**config.mk**
```make
export PLATFORM = sky130hd
export DESIGN_NAME = lmbd_judge
export DESIGN_NICKNAME = d
export VERILOG_FILES = /design/src/lmbd_pkg.sv /design/src/lmbd_judge.sv
export VERILOG_INCLUDE_DIRS = /design/src /design/src/src
export SDC_FILE = /design/constraint.sdc
export NUM_CORES = 1
export LEC_CHECK = 0
export BUFFER_PORTS_ARGS = -buffer_cell sky130_fd_sc_hd__clkbuf_2
export CAP_MARGIN = 20
export CORE_ASPECT_RATIO = 1.25
export CORE_MARGIN = 5
export CORE_UTILIZATION = 50
export DETAILED_ROUTE_END_ITERATION = 10
export GPL_TIMING_DRIVEN = 0
export PLACE_DENSITY_LB_ADDON = 0.1
export SETUP_SLACK_MARGIN = 0.15
export SLEW_MARGIN = 20
export SYNTH_ARGS = -nofsm -noshare
export SYNTH_HDL_FRONTEND = slang
export SYNTH_SLANG_ARGS = --single-unit
```
**constraint.sdc**
```tcl
create_clock -name clk -period 5.75 [get_ports clk]
set_input_delay 1.15 -clock clk [delete_from_list [all_inputs] [get_ports clk]]
set_output_delay 1.15 -clock clk [all_outputs]
set_load 0.02 [all_outputs]
```
**src/label_map_boundary_detect_unit_defines.svh**
```systemverilog
// Assertion macros shared by the boundary detector RTL.
// Both expect signals named clk and rst_n in the enclosing module.
`ifndef LABEL_MAP_BOUNDARY_DETECT_UNIT_DEFINES_SVH
`define LABEL_MAP_BOUNDARY_DETECT_UNIT_DEFINES_SVH

`ifndef SYNTH

`define LMBD_ASSERT(lbl, expr) \
    lbl: assert property (@(posedge clk) disable iff (!rst_n) (expr)) \
        else $error("lmbd: check failed");

`define LMBD_ASSERT_NEXT(lbl, ante, cons) \
    lbl: assert property (@(posedge clk) disable iff (!rst_n) (ante) |=> (cons)) \
        else $error("lmbd: check failed");

`else

`define LMBD_ASSERT(lbl, expr)

`define LMBD_ASSERT_NEXT(lbl, ante, cons)

`endif

`endif

```
**src/lmbd_pkg.sv**
```systemverilog
package lmbd_pkg;

    typedef enum logic
    {
        OP_PIXEL = 1'b0,
        OP_DRAIN = 1'b1
    } op_t;

    typedef enum logic [1:0]
    {
        REG_IMAGE_WIDTH  = 2'd0,
        REG_IMAGE_HEIGHT = 2'd1
    } reg_index_t;

    localparam int CFG_BITS       = 13;
    localparam int RING_ROWS      = 3;
    localparam int MAX_HEIGHT     = 4096;
    localparam int POS_BITS       = 12;
    localparam logic [CFG_BITS-1:0] WIDTH_RESET  = 13'd1024;
    localparam logic [CFG_BITS-1:0] HEIGHT_RESET = 13'd512;

    typedef logic [1:0] slot_t;

    // Control fields of one word on its way from issue to the compare stage.
    typedef struct packed
    {
        logic                pix;
        logic                emit;
        logic                below_en;
        logic                up_en;
        logic                fwd;
        logic                frame_end;
        slot_t               self_slot;
        slot_t               up_slot;
        slot_t               wr_slot;
        logic [POS_BITS-1:0] col;
        logic [POS_BITS-1:0] row;
    } item_t;

    function automatic slot_t slot_prev(input slot_t s);
        slot_t r;
        r = (s == 2'd0) ? 2'd2 : s - 2'd1;
        return r;
    endfunction

    function automatic slot_t slot_next(input slot_t s);
        slot_t r;
        r = (s == 2'd2) ? 2'd0 : s + 2'd1;
        return r;
    endfunction

endpackage

```
**src/lmbd_judge.sv**
```systemverilog
`include "label_map_boundary_detect_unit_defines.svh"

module lmbd_judge #(
    parameter int LABEL_BITS = 24
) (
    input  logic                                            clk,
    input  logic                                            rst_n,
    input  logic                                            issue_valid,
    input  lmbd_pkg::item_t                                 issue,
    input  logic [LABEL_BITS-1:0]                           issue_label,
    input  logic [lmbd_pkg::RING_ROWS-1:0][LABEL_BITS-1:0]  rdata,
    output logic                                            s1_busy,
    output logic                                            out_valid,
    input  logic                                            out_stall,
    output logic                                            is_boundary,
    output logic [lmbd_pkg::POS_BITS-1:0]                   pixel_column,
    output logic [lmbd_pkg::POS_BITS-1:0]                   pixel_row,
    output logic                                            frame_end
);
    import lmbd_pkg::*;

    typedef logic [RING_ROWS-1:0][LABEL_BITS-1:0] column_word_t;

    logic                  s1_valid_reg, s1_valid_next;
    item_t                 item_reg;
    logic [LABEL_BITS-1:0] label_reg;
    column_word_t          prev_reg, prev_next;
    column_word_t          cur_reg, cur_next;
    logic                  out_valid_reg, out_valid_next;
    logic                  out_boundary_reg;
    logic [POS_BITS-1:0]   out_column_reg;
    logic [POS_BITS-1:0]   out_row_reg;
    logic                  out_end_reg;

    logic                  s1_go;
    logic                  s1_fire;
    logic [LABEL_BITS-1:0] self_label;
    logic                  diff;

    assign s1_go   = !out_valid_reg || !out_stall;
    assign s1_fire = s1_valid_reg && s1_go;
    assign s1_busy = s1_valid_reg && !s1_go;

    // Window: prev holds column c-1, cur column c, rdata column c+1.
    always_comb
    begin
        self_label = cur_reg[item_reg.self_slot];
        diff = (prev_reg[item_reg.self_slot] != self_label) ||
               (rdata[item_reg.self_slot] != self_label) ||
               (item_reg.up_en && (cur_reg[item_reg.up_slot] != self_label)) ||
               (item_reg.below_en && (label_reg != self_label));
    end

    always_comb
    begin
        prev_next = prev_reg;
        cur_next  = cur_reg;
        if (s1_fire)
        begin
            prev_next = cur_reg;
            if (item_reg.pix)
            begin
                prev_next[item_reg.wr_slot] = label_reg;
            end
            cur_next = rdata;
            // Single-column image: the prefetch hit the column just written.
            if (item_reg.fwd)
            begin
                cur_next[item_reg.wr_slot] = label_reg;
            end
        end
    end

    always_comb
    begin
        s1_valid_next = s1_valid_reg;
        if (issue_valid)
        begin
            s1_valid_next = 1'b1;
        end
        else if (s1_fire)
        begin
            s1_valid_next = 1'b0;
        end
        out_valid_next = out_valid_reg;
        if (s1_fire && item_reg.emit)
        begin
            out_valid_next = 1'b1;
        end
        else if (!out_stall)
        begin
            out_valid_next = 1'b0;
        end
    end

    always_ff @(posedge clk or negedge rst_n)
    begin
        if (!rst_n)
        begin
            s1_valid_reg  <= 1'b0;
            out_valid_reg <= 1'b0;
        end
        else
        begin
            s1_valid_reg  <= s1_valid_next;
            out_valid_reg <= out_valid_next;
        end
    end

    always_ff @(posedge clk)
    begin
        if (issue_valid)
        begin
            item_reg  <= issue;
            label_reg <= issue_label;
        end
        prev_reg <= prev_next;
        cur_reg  <= cur_next;
        if (s1_fire && item_reg.emit)
        begin
            out_boundary_reg <= diff;
            out_column_reg   <= item_reg.col;
            out_row_reg      <= item_reg.row;
            out_end_reg      <= item_reg.frame_end;
        end
    end

    assign out_valid    = out_valid_reg;
    assign is_boundary  = out_boundary_reg;
    assign pixel_column = out_column_reg;
    assign pixel_row    = out_row_reg;
    assign frame_end    = out_end_reg;

    `LMBD_ASSERT(a_no_issue_when_busy, !(issue_valid && s1_busy))
    `LMBD_ASSERT(a_end_from_drain, !(s1_valid_reg && item_reg.frame_end && item_reg.below_en))
    `LMBD_ASSERT(a_up_slot_differs,
        !(s1_valid_reg && item_reg.up_en && (item_reg.up_slot == item_reg.self_slot)))
    `LMBD_ASSERT_NEXT(a_emit_lands, s1_fire && item_reg.emit, out_valid_reg)

endmodule

```
Yosys cells after proc, flatten, opt, wreduce, memory -nomap -nowiden. Index checks and enable logic that the tools add are counted.

Order comparisons: 4. Equality and inequality tests: 5. Muxes and demuxes: 18. Reduce and logical (&&, ||, !) cells: 14.

Operators by type and width (count): 24-bit binary-select mux with 2-bit select (4); 72-bit bitwise mux (2); 72-bit two-way mux (2); 24-bit two-way mux (5); 24-bit != test (4); 24-bit demux with 2-bit select (1); 2-bit by 3-bit less-than comparator with 1-bit output (second input constant) (3); 1-bit logical AND (6); 1-bit logical OR (4); 1-bit two-way mux (4); 1-bit zero test (3); 2-bit by 1-bit >= comparator with 1-bit output (second input constant) (1); 2-bit by 1-bit != test with 1-bit output (second input constant) (1); 2-bit nonzero test (1).

Register bits after elaboration: 232. Output and inout bits: 28. Input port bits: 136. Word-level logic and storage cells: 65.

Logic depth before layout (Yosys ltp).
Depth in word-level cells: 6. Gate-level depth with buffers: 11. Depth with buffers taken out: 7.

Worst setup path before layout. OpenSTA, ideal clock, no wires.

Kind: input -> register. From: input out_stall. To: register out_end_reg, in the netlist frame_end, enable pin. Stages: 4. Data required time: 5369 ps. Arrival: 5502 ps. Setup slack: -133 ps. Path through: nand2_1 > and2_1 > nand2_1 > inv_1.

Longest elaborated chain between the ends: 4.

RTL lines: start: declaration (RTL line lmbd_judge.sv:14) `input logic out_stall,`; 1-bit zero test; 1-bit logical OR (RTL line lmbd_judge.sv:40) `assign s1_go = !out_valid_reg || !out_stall;`; 1-bit logical AND (RTL line lmbd_judge.sv:41) `assign s1_fire = s1_valid_reg && s1_go;`; via s1_fire (RTL line lmbd_judge.sv:36) `logic s1_fire;`; 1-bit logical AND (RTL line lmbd_judge.sv:119) `if (s1_fire && item_reg.emit)`; end signal: assignment (RTL line lmbd_judge.sv:124) `out_end_reg <= item_reg.frame_end;`; end: declaration (RTL line lmbd_judge.sv:33) `logic out_end_reg;`.

The timed path passes the listed nets, and every way through them passes these cells. A chain may end at the register's enable or synchronous reset.

Final worst setup path.
From: register item_reg[28] (netlist name). To: register out_boundary_reg, in the netlist is_boundary, data pin.

Longest elaborated chain between the ends: 6. Elaborated cells between the ends (all ways): 15. Those cells by class: eq/ne (4); mux (6); reduce/logical (5).

RTL lines: start: declaration (RTL line lmbd_judge.sv:25) `item_t item_reg;`; start signal: assignment (RTL line lmbd_judge.sv:114) `item_reg <= issue;`; 24-bit binary-select mux with 2-bit select (on tied branches) (RTL line lmbd_judge.sv:48, lmbd_judge.sv:47, lmbd_judge.sv:49); 24-bit two-way mux (on tied branches) (RTL line lmbd_judge.sv:48, lmbd_judge.sv:47, lmbd_judge.sv:49); 24-bit != test (on tied branches) (RTL line lmbd_judge.sv:48, lmbd_judge.sv:49, lmbd_judge.sv:50); 1-bit logical OR or 1-bit logical AND (tied branches) (RTL line lmbd_judge.sv:48, lmbd_judge.sv:50); 1-bit logical OR (RTL line lmbd_judge.sv:49) `(rdata[item_reg.self_slot] != self_label) ||`; 1-bit logical OR (*) (RTL line lmbd_judge.sv:50) `(item_reg.up_en && (cur_reg[item_reg.up_slot] != self_label)) ||`; via diff (RTL line lmbd_judge.sv:38) `logic diff;`; end signal: assignment (RTL line lmbd_judge.sv:121) `out_boundary_reg <= diff;`; end: declaration (RTL line lmbd_judge.sv:30) `logic out_boundary_reg;`.

The timed path passes the listed nets; every way through them passes the cells marked *. The select of a mux whose other input is x is not followed.

==> reports/metrics.yaml <==
status:
  outcome: "finished clean"
timing:
  drv_slew: 0
  min_period_ps: 3480
  clock.fmax_ghz: 0.287
  worstMarginPinSlew_ps: 1110
  setup_tns_ps: 0
  maxSlewHeadroom: 0.261
  min_period_over_period: 0.605
  fin_worst_skew_ps: 8.76
  worst_slack_ps: 2270
  rsz0062_at_grt: "no"
  final-setup-viol-count: 0
  final-hold-violation-count: 0
synthesis:
  synth.net_count: 924
  syn_inst: 788
  seq_area_frac_synth: 0.582
  synth_edf_count: 230
  yosysUniqueCellTypes: 40
  syn_area_um2: 12000
  async_flop_share: 0.00862
  yosys_warnings: 0
  ys_ff_latch: 232
  ys.flop_type: "edfxtp_1"
  synth.avg_cell_area_um2: 15.2
global_routing:
  grt_pass1_vias: 7885
  grt_pass1_wl_um: 49500
  overflow: 0
  antenna_found_initial: 0
  grt_usage: 0.245
  grt_max_degree: 52
critical_path:
  crit_path_start_kind: "flop"
  worstPathCellList: "buf_4, buf_2, buf_1, nor2_1, a21oi_1, xor2_1, nand4_1, nor4_1, nand4_1"
  cp.arrival_ps: 3690
  cp.required_ps: 5960
  crit_top_cell: "nand4_1"
  cp_slowest_cell: "buf_1"
  r2r-start: "item_reg[28]"
  cp-end-kind: "flop"
  crit_start: "item_reg[28]"
  timing_worst_setup_path_type: "reg -> reg"
  critPathMaxFanout: 10
  max_stage_delay_ps: 650
power:
  p_leak_nw: 5.30
  internal_power_w: 0.00327
  swShare: 0.277
  irDropWorstVdd_mv: 0.304
  power_frac_comb: 0.188
  seqPwrFrac: 0.481
  p_clk_frac: 0.331
  p_switching_w: 0.00125
  power_density_nw_per_um2: 323
drt:
  vias: 7775
  post_drt_wl_per_cell_um: 26.2
  via_per_inst: 6.03
  route.detailed.drc: 0
  routed_wirelength_um: 33800
  detail-route-antenna-nets: 0
  dr.pass1.iters: 5
  drt_iter0_drc: 662
clock_tree:
  cts_setup_buffers: 0
  cts-buffers-inserted: 25
  cts_resized: 0
  clock_sinks: 232
  cts_tree: "built"
  insertion_delay_ps: 520
  clkSlewWorstSetupHoldPaths_ps: 60
  root_buffer: "clkbuf_16"
  htreeDepth: 1
  holdBufCountCts: 0
  cts_buffer_depth: 3
min_path:
  min-delay-path-class: "in -> async"
place:
  placed_cell_area_um2: 13200
  port_buffers: 163
  hpwl_um: 23600
  place.gp.congestion: 0.883
  place_ws_ps: 2350
die:
  die_w_um: 148
  start_util: 0.506
  die_h_um: 183
  num_rows: 63
  die_area_um2: 27100
  io-pin-count: 164
  core_um2: 23600
final_layout:
  fin_util: 0.591
  syn2layout_area_growth_pct: 16.9
  num-nets-final: 1118
  n_antenna_cell: 0
  fin_area_um2: 14000
  layout-drive-gt1-share: 0.400
flow_run:
  maxCapViolCount: 0
[per-stage QoR]
stage / hold WS [ps] / total power, W / std cells
floorplan: 400 / 0.00273 / 788
global placement: 401 / 0.00303 / 1243
detailed placement: 405 / 0.00305 / 1247
CTS: 385 / 0.00454 / 1290
global route: 389 / 0.00469 / 1290
finish: 404 / 0.00452 / 1290
[placed cells by master (no fill, tap or decap), types with 3 or more instances in the layout]
cell and instances:
buf_4 6, buf_1 6, buf_2 9, edfxtp_1 230, buf_6 8, clkbuf_16 25, mux2i_1 101, o21ai_0 6
and3_1 6, o2bb2ai_4 5, clkbuf_2 162, o2bb2ai_1 25, mux2_2 144, xor2_1 32, xnor2_1 40, nor3_1 4
o2bb2ai_2 16, a2bb2oi_1 24, buf_12 3, o21ai_1 3, and2_1 5, clkinvlp_4 3, nor4_1 12, a21oi_1 17
clkinv_1 5, nand4_1 11, clkinv_2 8, clkbuf_1 17, nor2_1 23, nand2_1 14
[metal layers]
metal / GRT usage / wire length (um) / vias up
met4: 0.0832 / 1160 / 0
li1: - / - / 3484
met2: 0.408 / 16500 / 347
met5: 0 / 0 / -
met3: 0.0514 / 2680 / 80
met1: 0.321 / 13500 / 3864
[final cells by class]
| cell class | count | area [um^2] |
|---|---|---|
| plain buffers | 46 | 270 |
| clock buffers | 26 | 629 |
| clock inverters | 17 | 111 |
| fillers | 1909 | 9660 |
| inverters | 1 | 3.75 |
| multi-input cells | 509 | 4740 |
| flip-flops and latches | 232 | 6960 |
| well taps | 292 | 365 |
| repair buffers | 167 | 906 |
[cells in the mapped netlist (14+ instances only)]
cell,n,share of area
o2bb2ai_1,25,0.018
mux2_2,144,0.14
xnor2_1,40,0.029
nand2_1,14,0.0044
o2bb2ai_2,16,0.020
edfxtp_1,230,0.58
a2bb2oi_1,24,0.018
a21oi_1,17,0.0071
clkbuf_1,16,0.0050
xor2_1,32,0.023
nor2_1,23,0.0072
mux2i_1,101,0.085
[logic make-up after synthesis]
group / synth area share
xor+xnor: 0.0527
mux: 0.220
simple gates: 0.0387
compound gates: 0.0839
flops: 0.582
buf+inv: 0.0229
[power groups by stage]
stage	Sequential, W	Clock (W)	Combinational, W
4_1_cts	0.00217	0.00152	0.000845
3_3_place_gp	0.00221	0	0.000820
3_5_place_dp	0.00221	0	0.000840
2_1_floorplan	0.00219	0	0.000537
5_1_grt	0.00219	0.00160	0.000902
6_report	0.00217	0.00150	0.000851
[final timing paths]
kind	endpoint	cells after the start	slack [ps]
setup / recovery	is_boundary	9	2270
hold / removal	out_valid	1	400
setup reg to reg	is_boundary	9	2270
hold reg to reg	frame_end	0	420
max in group asynchronous	s1_valid_reg	1	5250
min in group clk	frame_end	0	420
[worst max-delay path: cells and delay by family, from the launching register on]
kind	cells	cell delay, ps
DFF	1	330
buffers and inverters	3	1170
xor gates and xnor gates	1	350
AOI/OAI and AO/OA	1	210
and+or+nand+nor	4	1090
No activity file was read; power rests on OpenSTA's default activity.
