[config.mk]
export PLATFORM = sky130hd
export DESIGN_NAME = lmbd_ctrl
export DESIGN_NICKNAME = d
export VERILOG_FILES = /design/src/lmbd_pkg.sv /design/src/lmbd_ctrl.sv
export VERILOG_INCLUDE_DIRS = /design/src /design/src/src
export SDC_FILE = /design/constraint.sdc
export NUM_CORES = 1
export LEC_CHECK = 0
export BUFFER_PORTS_ARGS = -buffer_cell sky130_fd_sc_hd__buf_4
export CORE_MARGIN = 1
export CORE_UTILIZATION = 59
export CTS_CLUSTER_SIZE = 8
export DETAILED_ROUTE_END_ITERATION = 12
export PLACE_DENSITY = 0.88
export SYNTH_ARGS = -nofsm -noshare
export SYNTH_HDL_FRONTEND = slang
export SYNTH_SLANG_ARGS = --single-unit
[constraint.sdc]
create_clock -name clk -period 7.9 [get_ports clk]
set_input_delay 0.79 -clock clk [delete_from_list [all_inputs] [get_ports clk]]
set_output_delay 0.79 -clock clk [all_outputs]
set_load 0.005 [all_outputs]
[src/label_map_boundary_detect_unit_defines.svh]
// Assertion macros shared by the boundary detector RTL.
// Both expect signals named clk and rst_n in the enclosing module.
`ifndef LABEL_MAP_BOUNDARY_DETECT_UNIT_DEFINES_SVH
`define LABEL_MAP_BOUNDARY_DETECT_UNIT_DEFINES_SVH

`ifndef SYNTH

`define LMBD_ASSERT(lbl, expr) \
    lbl: assert property (@(posedge clk) disable iff (!rst_n) (expr)) \
        else $error("lmbd: check failed");

`define LMBD_ASSERT_NEXT(lbl, ante, cons) \
    lbl: assert property (@(posedge clk) disable iff (!rst_n) (ante) |=> (cons)) \
        else $error("lmbd: check failed");

`else

`define LMBD_ASSERT(lbl, expr)

`define LMBD_ASSERT_NEXT(lbl, ante, cons)

`endif

`endif

[src/lmbd_pkg.sv]
package lmbd_pkg;

    typedef enum logic
    {
        OP_PIXEL = 1'b0,
        OP_DRAIN = 1'b1
    } op_t;

    typedef enum logic [1:0]
    {
        REG_IMAGE_WIDTH  = 2'd0,
        REG_IMAGE_HEIGHT = 2'd1
    } reg_index_t;

    localparam int CFG_BITS       = 13;
    localparam int RING_ROWS      = 3;
    localparam int MAX_HEIGHT     = 4096;
    localparam int POS_BITS       = 12;
    localparam logic [CFG_BITS-1:0] WIDTH_RESET  = 13'd1024;
    localparam logic [CFG_BITS-1:0] HEIGHT_RESET = 13'd512;

    typedef logic [1:0] slot_t;

    // Control fields of one word on its way from issue to the compare stage.
    typedef struct packed
    {
        logic                pix;
        logic                emit;
        logic                below_en;
        logic                up_en;
        logic                fwd;
        logic                frame_end;
        slot_t               self_slot;
        slot_t               up_slot;
        slot_t               wr_slot;
        logic [POS_BITS-1:0] col;
        logic [POS_BITS-1:0] row;
    } item_t;

    function automatic slot_t slot_prev(input slot_t s);
        slot_t r;
        r = (s == 2'd0) ? 2'd2 : s - 2'd1;
        return r;
    endfunction

    function automatic slot_t slot_next(input slot_t s);
        slot_t r;
        r = (s == 2'd2) ? 2'd0 : s + 2'd1;
        return r;
    endfunction

endpackage

[src/lmbd_ctrl.sv]
`include "label_map_boundary_detect_unit_defines.svh"

module lmbd_ctrl #(
    parameter int MAX_WIDTH  = 4096,
    parameter int LABEL_BITS = 24
) (
    input  logic                                clk,
    input  logic                                rst_n,
    input  logic                                in_valid,
    output logic                                in_stall,
    input  logic                                operation,
    input  logic [7:0]                          red,
    input  logic [7:0]                          green,
    input  logic [7:0]                          blue,
    input  logic                                cfg_valid,
    output logic                                cfg_ready,
    input  logic [1:0]                          cfg_index,
    input  logic [lmbd_pkg::CFG_BITS-1:0]       cfg_data,
    input  logic                                s1_busy,
    output logic                                issue_valid,
    output lmbd_pkg::item_t                     issue,
    output logic [LABEL_BITS-1:0]               issue_label,
    output logic                                mem_we,
    output logic [$clog2(MAX_WIDTH)-1:0]        mem_waddr,
    output lmbd_pkg::slot_t                     mem_wslot,
    output logic                                mem_re,
    output logic [$clog2(MAX_WIDTH)-1:0]        mem_raddr
);
    import lmbd_pkg::*;

    localparam int COL_W = $clog2(MAX_WIDTH);

    logic [CFG_BITS-1:0] width_reg, width_next;
    logic [CFG_BITS-1:0] height_reg, height_next;
    logic [COL_W-1:0]    in_column_reg, in_column_next;
    logic [POS_BITS-1:0] in_row_reg, in_row_next;
    logic [COL_W-1:0]    drain_column_reg, drain_column_next;
    logic                draining_reg, draining_next;
    slot_t               in_slot_reg, in_slot_next;

    logic        accept;
    logic        cfg_write;
    logic        pix_go;
    logic        drain_go;
    logic [31:0] w32;
    logic [31:0] h32;
    logic [31:0] eff_w;
    logic [31:0] eff_h;
    logic [31:0] col_plus1;
    logic [31:0] drain_plus1;
    logic [31:0] row_plus1;
    logic        col_last;
    logic        drain_last;
    logic        row_last;
    logic [31:0] label_full;

    assign cfg_ready = 1'b1;
    assign cfg_write = cfg_valid && cfg_ready;
    assign in_stall  = s1_busy;
    assign accept    = in_valid && !in_stall;
    assign pix_go    = accept && (op_t'(operation) == OP_PIXEL) && !draining_reg;
    assign drain_go  = accept && (op_t'(operation) == OP_DRAIN) && draining_reg;

    always_comb
    begin
        w32 = 32'(width_reg);
        h32 = 32'(height_reg);
        if (w32 == 32'd0)
        begin
            eff_w = 32'd1;
        end
        else if (w32 > 32'(MAX_WIDTH))
        begin
            eff_w = 32'(MAX_WIDTH);
        end
        else
        begin
            eff_w = w32;
        end
        if (h32 == 32'd0)
        begin
            eff_h = 32'd1;
        end
        else if (h32 > 32'(MAX_HEIGHT))
        begin
            eff_h = 32'(MAX_HEIGHT);
        end
        else
        begin
            eff_h = h32;
        end
    end

    assign col_plus1   = 32'(in_column_reg) + 32'd1;
    assign drain_plus1 = 32'(drain_column_reg) + 32'd1;
    assign row_plus1   = 32'(in_row_reg) + 32'd1;
    assign col_last    = col_plus1 >= eff_w;
    assign drain_last  = drain_plus1 >= eff_w;
    assign row_last    = row_plus1 >= eff_h;
    assign label_full  = 32'({blue, green, red});
    assign issue_label = label_full[LABEL_BITS-1:0];

    // Memory ports: write the new label, prefetch the right-hand column.
    assign mem_we    = pix_go;
    assign mem_waddr = in_column_reg;
    assign mem_wslot = in_slot_reg;
    assign mem_re    = pix_go || drain_go;

    always_comb
    begin
        if (draining_reg)
        begin
            mem_raddr = drain_last ? '0 : COL_W'(drain_plus1);
        end
        else
        begin
            mem_raddr = col_last ? '0 : COL_W'(col_plus1);
        end
    end

    always_comb
    begin
        issue_valid     = pix_go || drain_go;
        issue           = '0;
        issue.pix       = pix_go;
        issue.wr_slot   = in_slot_reg;
        if (draining_reg)
        begin
            issue.emit      = 1'b1;
            issue.below_en  = 1'b0;
            issue.up_en     = in_row_reg != '0;
            issue.fwd       = 1'b0;
            issue.frame_end = drain_last;
            issue.self_slot = in_slot_reg;
            issue.up_slot   = slot_prev(in_slot_reg);
            issue.col       = POS_BITS'(drain_column_reg);
            issue.row       = in_row_reg;
        end
        else
        begin
            issue.emit      = in_row_reg != '0;
            issue.below_en  = 1'b1;
            issue.up_en     = in_row_reg > 12'd1;
            issue.fwd       = mem_raddr == in_column_reg;
            issue.frame_end = 1'b0;
            issue.self_slot = slot_prev(in_slot_reg);
            issue.up_slot   = slot_prev(slot_prev(in_slot_reg));
            issue.col       = POS_BITS'(in_column_reg);
            issue.row       = in_row_reg - 12'd1;
        end
    end

    always_comb
    begin
        width_next        = width_reg;
        height_next       = height_reg;
        in_column_next    = in_column_reg;
        in_row_next       = in_row_reg;
        drain_column_next = drain_column_reg;
        draining_next     = draining_reg;
        in_slot_next      = in_slot_reg;
        if (cfg_write)
        begin
            case (reg_index_t'(cfg_index))
                REG_IMAGE_WIDTH:  width_next  = cfg_data;
                REG_IMAGE_HEIGHT: height_next = cfg_data;
                default:          ;
            endcase
            // A write to the width or height register restarts the frame.
            if ((reg_index_t'(cfg_index) == REG_IMAGE_WIDTH) ||
                (reg_index_t'(cfg_index) == REG_IMAGE_HEIGHT))
            begin
                in_column_next    = '0;
                in_row_next       = '0;
                drain_column_next = '0;
                draining_next     = 1'b0;
                in_slot_next      = 2'd0;
            end
        end
        else if (pix_go)
        begin
            if (col_last)
            begin
                in_column_next = '0;
                if (row_last)
                begin
                    draining_next     = 1'b1;
                    drain_column_next = '0;
                end
                else
                begin
                    in_row_next  = in_row_reg + 12'd1;
                    in_slot_next = slot_next(in_slot_reg);
                end
            end
            else
            begin
                in_column_next = COL_W'(col_plus1);
            end
        end
        else if (drain_go)
        begin
            if (drain_last)
            begin
                in_column_next    = '0;
                in_row_next       = '0;
                drain_column_next = '0;
                draining_next     = 1'b0;
                in_slot_next      = 2'd0;
            end
            else
            begin
                drain_column_next = COL_W'(drain_plus1);
            end
        end
    end

    always_ff @(posedge clk or negedge rst_n)
    begin
        if (!rst_n)
        begin
            width_reg        <= WIDTH_RESET;
            height_reg       <= HEIGHT_RESET;
            in_column_reg    <= '0;
            in_row_reg       <= '0;
            drain_column_reg <= '0;
            draining_reg     <= 1'b0;
            in_slot_reg      <= 2'd0;
        end
        else
        begin
            width_reg        <= width_next;
            height_reg       <= height_next;
            in_column_reg    <= in_column_next;
            in_row_reg       <= in_row_next;
            drain_column_reg <= drain_column_next;
            draining_reg     <= draining_next;
            in_slot_reg      <= in_slot_next;
        end
    end

    `LMBD_ASSERT(a_slot_range, in_slot_reg != 2'd3)
    `LMBD_ASSERT(a_drain_col_zero, !draining_reg || (in_column_reg == '0))
    `LMBD_ASSERT(a_fwd_only_width_one, !(pix_go && issue.fwd) || (eff_w == 32'd1))

endmodule

== Word-level counts from Yosys, hierarchy flattened ==
Index checks and enable logic that the tools add are counted.

* Add/sub/neg operators: 8
* Magnitude comparators: 6
* Eq/ne operators: 7
* Multiplexer cells: 40
* Bitwise logic cells: 1
* Reduce and logical (&&, ||, !) cells: 23

{| class="wikitable"
|+ Operator list
! operator !! number
|-
| 2-to-1 mux 12 bit || 17
|-
| >= comparator 13 x 32 -> 1 bit || 3
|-
| adder 12 x 1 -> 13 bit, second input constant || 3
|-
| 2-to-1 mux 13 bit || 3
|-
| 2-to-1 mux 32 bit || 1
|-
| > comparator 13 bit, second input constant || 2
|-
| logical NOT 13 bit || 2
|-
| 2-to-1 mux 24 bit || 1
|-
| 2-to-1 mux 2 bit || 10
|-
| adder 12 x 1 -> 12 bit, second input constant || 1
|-
| == test 12 bit || 1
|-
| > comparator 12 x 1 -> 1 bit, second input constant || 1
|-
| nonzero test 12 bit || 1
|-
| subtractor 12 x 1 -> 12 bit, second input constant || 1
|-
| AND reduction 5 bit || 2
|-
| 2-to-1 mux 9 bit || 1
|-
| 2-to-1 mux 1 bit || 7
|-
| logical NOT 2 bit || 3
|-
| inequality test 3 x 2 -> 1 bit, second input constant || 2
|-
| nonzero test 3 bit || 2
|-
| logical AND 1 bit || 5
|-
| AND reduction 2 bit || 2
|-
| AND reduction 4 bit || 1
|-
| subtractor 2 x 1 -> 2 bit, second input constant || 2
|-
| 9 further kinds || 11
|}

* Flip-flop bits (word level): 65
* Input bits: 45
* Output and inout port bits: 91
* Logic and storage cells: 92

== Longest topological paths before layout ==
Gate-level depths: netlist (run 1).

* Depth in word-level cells: 8
* Depth in mapped cells: 19
* Mapped depth without buffers: 16

== Worst setup path after synthesis (run 1) ==
Ideal clock, no wire load.

* Kind: flip-flop to output port
* Start point: register drain_column_reg[0]
* End point: output issue[31] (netlist name)
* Arrival time: 3.530 ns
* Data required time: 7.110 ns
* Slack: 3.580 ns
* Cell stages (with the launch flop): 17
* Path buffers: 0
* Cell sequence: dfrtp_1 -> ha_1 -> nand3_1 -> nor2_1 -> and4_1 -> xnor2_1 -> inv_1 -> ha_1 -> and3_1 -> a21oi_1 -> and3_1 -> a21boi_1 -> a32o_1 -> xor2_1 -> nor4_1 -> o2111ai_1 -> nor4_1

{| class="wikitable"
|+ RTL lines
! what !! RTL line !! RTL
|-
| from (decl) || lmbd_ctrl.sv:37 || <nowiki>logic [COL_W-1:0] drain_column_reg, drain_column_next;</nowiki>
|-
| from (signal assigned) || lmbd_ctrl.sv:236 || <nowiki>drain_column_reg <= drain_column_next;</nowiki>
|-
| to (decl) || lmbd_ctrl.sv:21 || <nowiki>output lmbd_pkg::item_t issue,</nowiki>
|}

==> flow_metrics.tcl, run 1 <==
set metrics [dict create \
    status "completed" \
    dr.pass1.iters 5 \
    slew_viol_final 0 \
    skew_ns 0.0106 \
    place_congestion 0.958 \
    cts_tree "done" \
    synth_seq_area_share_pct 30.7 \
    drc 0 \
    cts_root_buf "clkbuf_8" \
    fin_cells 748 \
    rsz0062_at_grt "no" \
    p_leak_uw 0.00301 \
    post_cts_resized 0 \
    drtAntennaViolNets 0 \
    cts_buffers 9 \
    place_ws_ns 2.80 \
    async_reset_ff_share_pct 100 \
    post-route-min-period_ns 5.62 \
    setup_tns_ns 0 \
    endpoint_kind "output port" \
    reg2reg_depth 15 \
    diodes 0 \
    power_density_mw_per_mm2 168 \
    fmax_mhz 178 \
    crit_type "reg2out" \
    relSlewSlack_pct 25.1 \
    cts_setup_buffers 0 \
    finalSetupViolCount 0 \
    synth.distinct_cells 60 \
    yosysMostFrequentCell "nand2_1" \
    grt_first_pass_wirelength_mm 22.1 \
    drt-total-wl_mm 13.8 \
    overflow 0 \
    die_w_um 96.9 \
    clk_path_buf_depth 2 \
    synth_cells 598 \
    worst_pin_slew_ns 1.12 \
    drive_gt1_share_pct 23.9 \
    worst_slack_ns 2.28 \
    start_util_pct 60.9 \
    cts_max_level 3 \
    hold_path_class "in2async" \
    ff2ff_setup_slack_ns 3.34 \
    grt_max_degree 66 \
    critPathLaunchType "register" \
    syn_nets 691 \
    grtUsageTotal_pct 29.6 \
    maxCapViolCount 0 \
    synth-edff-count 0 \
    dieHeight_um 96.9 \
    antenna_found_initial 0 \
    yosys_warnings 0 \
    cts_hold_buffers 0 \
    finalPower_uw 1000 \
    n_fill_cell 664 \
    synth_top_area_cell "dfrtp_1" \
    yosysTopAreaCellShare_pct 29.7 \
    crit_required_ns 7.11 \
    die_area_mm2 0.00939 \
    r2r-start "mem_waddr[0]" \
    vias 4721 \
    fin_nets 728 \
    placed_area_mm2 0.00574 \
    peakVddDrop_mv 0.111 \
    clkTransAtPathRegs_ns 0.08 \
    grt_pass1_vias 4425 \
    avgSynthCellArea_um2 8.88 \
    io_pins 136 \
    placed_cells 732 \
    synth.area.top_cells "dfrtp_1 (30%), ha_1 (11%), mux2_2 (7.8%)" \
    io_buffers 86 \
    clk_latency_ns 0.37 \
    vias_per_cell 6.31 \
    design_area_mm2 0.00598 \
    finalHoldViolCount 0 \
    row_count 34 \
    cts_num_sinks 65 \
    wl_per_cell_um 18.5 \
    arrival_ns 4.83 \
    fin_crit_sh_pct 71.2 \
    r2r_end "drain_column_reg[0]" \
    synth_seq_cells 65 \
    core_area_mm2 0.00872 \
    dp_hpwl_mm 10.5 \
    path_max_fanout 9 \
    ys_top_cells_by_count "nand2_1 (74), dfrtp_1 (63), ha_1 (48)" \
    syn_area_mm2 0.00531 \
    first_iter_violations 396 \
    area_growth_pct 12.5 \
    synth-main-ff-cell "dfrtp_1" \
]
cell type report:
class / count / area [um^2] / share of cell area [%]
clock buffers: 11 / 131 / 2.20
clock inverters: 5 / 104 / 1.74
inverters: 27 / 101 / 1.70
multi-input cells: 445 / 3220 / 53.9
flip-flops and latches: 65 / 1630 / 27.3
well taps: 108 / 135 / 2.26
repair buffers: 87 / 653 / 10.9
critical path, stage by stage (launching register included):
cell and delay, ns:
dfrtp_1 0.51, ha_1 0.27, nand3_1 0.27, nor2_1 0.22, and4_1 0.23, xnor2_1 0.14
inv_1 0.09, ha_1 0.27, and3_1 0.17, a21oi_1 0.22, and3_1 0.20, a21boi_1 0.62
a32oi_1 0.22, xnor2_1 0.17, nor4_1 0.33, o2111ai_1 0.18, nor4_1 0.19, buf_4 0.15
placed cells by master, fill, tap and decap left out, drive strengths merged, types with 3 or more instances in the layout:
| cell | n |
|---|---|
| a2111oi | 3 |
| a21o | 11 |
| a21oi | 23 |
| a22o | 7 |
| a31oi | 4 |
| a32o | 5 |
| and2 | 5 |
| and3 | 16 |
| buf | 87 |
| bufinv | 3 |
| clkbuf | 11 |
| dfrtp | 63 |
| ha | 48 |
| inv | 27 |
| mux2 | 37 |
| nand2 | 74 |
| nand2b | 10 |
| nand3 | 13 |
| nand4 | 8 |
| nor2 | 20 |
| nor2b | 3 |
| nor3 | 10 |
| nor3b | 6 |
| nor4 | 9 |
| o2111ai | 4 |
| o21a | 3 |
| o21ai | 50 |
| o22ai | 3 |
| o31ai | 6 |
| xnor2 | 26 |
| xor2 | 20 |
how the worst max path moves through the flow:
stage / startpoint / endpoint / slack (ns) / cells past startpoint
global route: drain_column_reg[0] / issue[31] / 1.92 / 17
detailed placement: drain_column_reg[0] / issue[31] / 2.80 / 17
CTS: drain_column_reg[0] / issue[31] / 2.41 / 17
finish: drain_column_reg[0] / issue[31] / 2.28 / 17
global placement: drain_column_reg[0] / issue[31] / 2.99 / 17
floorplan: drain_column_reg[0] / issue[31] / 3.58 / 16
stage by stage:
| step | util [%] | hold WS [ns] |
|---|---|---|
| finish | 68.5 | 0.501 |
| global route | 68.5 | 0.547 |
| CTS | 68.5 | 0.521 |
| detailed placement | 65.8 | 0.505 |
| global placement | 65.8 | 0.497 |
| floorplan | - | 0.480 |
logic make-up (layout without fill, tap and decap cells):
family          Yosys count  count (layout)  synth area share [%]
simple gates            184             184                  17.7
compound gates          127             127                  15.8
buf+inv                  88             130                  8.69
flops                    65              65                  30.7
fa+ha+maj                48              48                  11.3
xor+xnor                 46              46                  7.58
mux                      39              39                  8.22
other cells               1               1                0.0706
metal layers:
metal	track usage [%]	share of wire [%]	vias to the layer above
met5	0	0	-
met3	4.12	7.0	51
li1	-	-	2168
met2	48.4	47	250
met1	38.5	42	2252
met4	14.2	3.1	0
power breakdown:
group	total (uW)	internal, uW	switching, uW
logic	249	117	131
registers	406	367	38.9
clock network	349	210	139
(Power assumes the default switching activity.)
==> inputs of run 2 (changes only) <==
ABC_AREA = 1   (was unset)
CORE_UTILIZATION = 50   (was 59)
PLACE_DENSITY = 0.78   (was 0.88)
clock period = 5 ns   (was 7.9 ns; I/O delays follow)
==> run 2 against run 1 <==
- combinational power rose to 4.7 times the previous value
- cell area up 10%
- first-iteration DRC count up 24%
==> flow_metrics.tcl, run 2 <==
set metrics [dict create \
    status "completed" \
    synth.distinct_cells 49 \
    critPathMaxStageDelay_ns 0.44 \
    crit_type "reg2out" \
    clk_latency_ns 0.34 \
    first_iter_violations 490 \
    critPathSlowestCell "dfrtp_1" \
    async_reset_ff_share_pct 100 \
    peakVddDrop_mv 0.197 \
    fin_cells 985 \
    synth-edff-count 0 \
    relSlewSlack_pct 42.6 \
    grt_max_degree 66 \
    design_area_mm2 0.00659 \
    syn_nets 888 \
    synth_cells 795 \
    synth_seq_area_share_pct 28.0 \
    cts_num_sinks 65 \
    placed_area_mm2 0.00628 \
    slew_viol_final 0 \
    worst_pin_slew_ns 0.862 \
    ys_top_cells_by_count "nand2_1 (188), inv_1 (84), dfrtp_1 (63)" \
    start_util_pct 52.4 \
    die_area_mm2 0.0121 \
    n_fill_cell 1059 \
    grt_pass1_vias 4864 \
    fin_nets 933 \
    vias 5366 \
    maxCapViolCount 0 \
    synth-main-ff-cell "dfrtp_1" \
    critPathLaunchType "register" \
    io_pins 136 \
    finalHoldViolCount 0 \
    avgSynthCellArea_um2 7.31 \
    cp_cell_sequence "ha_1 > nand3_1 > nor2_1 > nand2_1 > nor4_1 > ha_1 > a21oi_4 > nand2_4 > nor2_1 > nand2_1 > nand3_1 > nand3_1 > nor2_1 > nand2_1 > nor2_2 > buf_4" \
    fin_crit_sh_pct 79.4 \
    area_growth_pct 13.5 \
    skew_ns 0.00564 \
    worst-path-buf-inv 1 \
    die_w_um 110 \
    synth_seq_cells 65 \
    drive_gt1_share_pct 21.8 \
    antenna_found_initial 0 \
    cts_buffers 9 \
    synth.area.top_cells "dfrtp_1 (27%), nand2_1 (12%), ha_1 (10%)" \
    core_area_mm2 0.0111 \
    post-route-min-period_ns 3.97 \
    combPwrFrac_pct 46.2 \
    holdWs_ns 0.262 \
    sw_frac_of_total_pct 40.7 \
    cts_max_level 3 \
    diodes 0 \
    grtUsageTotal_pct 26.9 \
    cpLargestDelayFamily "simple AND/OR/NAND/NOR gates" \
    vias_per_cell 5.45 \
    p_int_uw 1500 \
    mostFrequentLayoutCells "nand2_1 (188), buf_4 (88), inv_1 (84)" \
    yosysTopAreaCellShare_pct 27.1 \
    pwr-share-clk_pct 26.4 \
    drt-total-wl_mm 15.2 \
    io_buffers 86 \
    syn_area_mm2 0.00581 \
    endpoint_kind "output port" \
    pwr-share-seq_pct 27.4 \
    multi_input_area_mm2 0.00344 \
    place_ws_ns 1.43 \
    cts_setup_buffers 0 \
    hold_path_class "in2async" \
    overflow 0 \
    p_switching_uw 1030 \
    clkTransAtPathRegs_ns 0.06 \
    arrival_ns 3.47 \
    post_cts_resized 0 \
    dr.pass1.iters 5 \
    drtAntennaViolNets 0 \
    final_common_cell "nand2_1" \
    finalSetupViolCount 0 \
    rsz0062_at_grt "no" \
    path_max_fanout 9 \
    place_congestion 0.933 \
    synth_top_area_cell "dfrtp_1" \
    wl_per_cell_um 15.4 \
    cts_root_buf "clkbuf_16" \
    yosys_warnings 0 \
    clk_path_buf_depth 2 \
    row_count 38 \
    power_density_mw_per_mm2 383 \
    final-seq-area_mm2 0.00163 \
    cts_tree "done" \
    dp_hpwl_mm 11.4 \
    fmax_mhz 252 \
    crit_required_ns 4.50 \
    grt_first_pass_wirelength_mm 24.7 \
    yosysMostFrequentCell "nand2_1" \
    setup_tns_ns 0 \
    placed_cells 969 \
    worst_slack_ns 1.03 \
    p_leak_uw 0.00334 \
    dieHeight_um 110 \
    drc 0 \
    cts_hold_buffers 0 \
]
run 2: final cells by class:
| type | count | share of cell area (%) |
|---|---|---|
| multi-input cells | 577 | 52.2 |
| flip-flops and latches | 65 | 24.7 |
| repair buffers | 88 | 10.0 |
| inverters | 99 | 5.70 |
| clock buffers | 10 | 3.63 |
| well taps | 140 | 2.66 |
| clock inverters | 6 | 1.12 |
run 2: stage by stage:
step	util, %	total power [uW]
3_5_place_dp	56.7	1850
3_3_place_gp	56.7	1840
2_1_floorplan	-	1430
4_1_cts	59.5	2520
5_1_grt	59.5	2710
6_report	59.5	2520
run 2: final timing paths:
path,cells past startpoint,endpoint,slack (ns),from
setup / recovery,16,issue[31],1.03,mem_waddr[0]
hold / removal,1,height_reg[8],0.26,rst_n
setup reg to reg,17,drain_column_reg[2],1.49,in_row_reg[0]
hold reg to reg,2,height_reg[12],0.49,height_reg[12]
max in group asynchronous,1,mem_waddr[8],4.16,rst_n
min in group clk,3,height_reg[6],0.44,cfg_data[6]
run 2: worst reg2reg max path, stage by stage (launching register included):
cell and delay [ns]:
dfrtp_1 0.47, inv_1 0.19, nor3_2 0.28, nand2_1 0.11, nor2_1 0.13, nand3_1 0.12, a22oi_1 0.20, inv_1 0.10
ha_1 0.30, nand2_1 0.07, nor3b_1 0.23, o21ai_0 0.12, nand3_1 0.20, nand2_1 0.14, a21boi_4 0.42, inv_2 0.15
nand2_1 0.08, o21ai_0 0.08
run 2: routing by layer:
layer	wire length, um	GRT usage (%)	vias to the layer above
li1	-	-	2690
met1	7000	37.8	2432
met2	6640	40.8	220
met3	1270	6.52	24
met4	257	7.62	0
met5	0	0	-
run 2: kinds of logic after synthesis:
family	synth area share [%]
compound gates	13.9
xor+xnor	4.07
fa+ha+maj	10.3
buf+inv	12.8
simple gates	30.8
other cells	0.0646
flops	28.0
run 2: power groups by stage:
stage	logic, uW	clock network (uW)	registers, uW
2_1_floorplan	767	0	667
3_3_place_gp	1150	0	694
3_5_place_dp	1160	0	696
4_1_cts	1160	671	687
5_1_grt	1310	695	699
6_report	1170	666	690
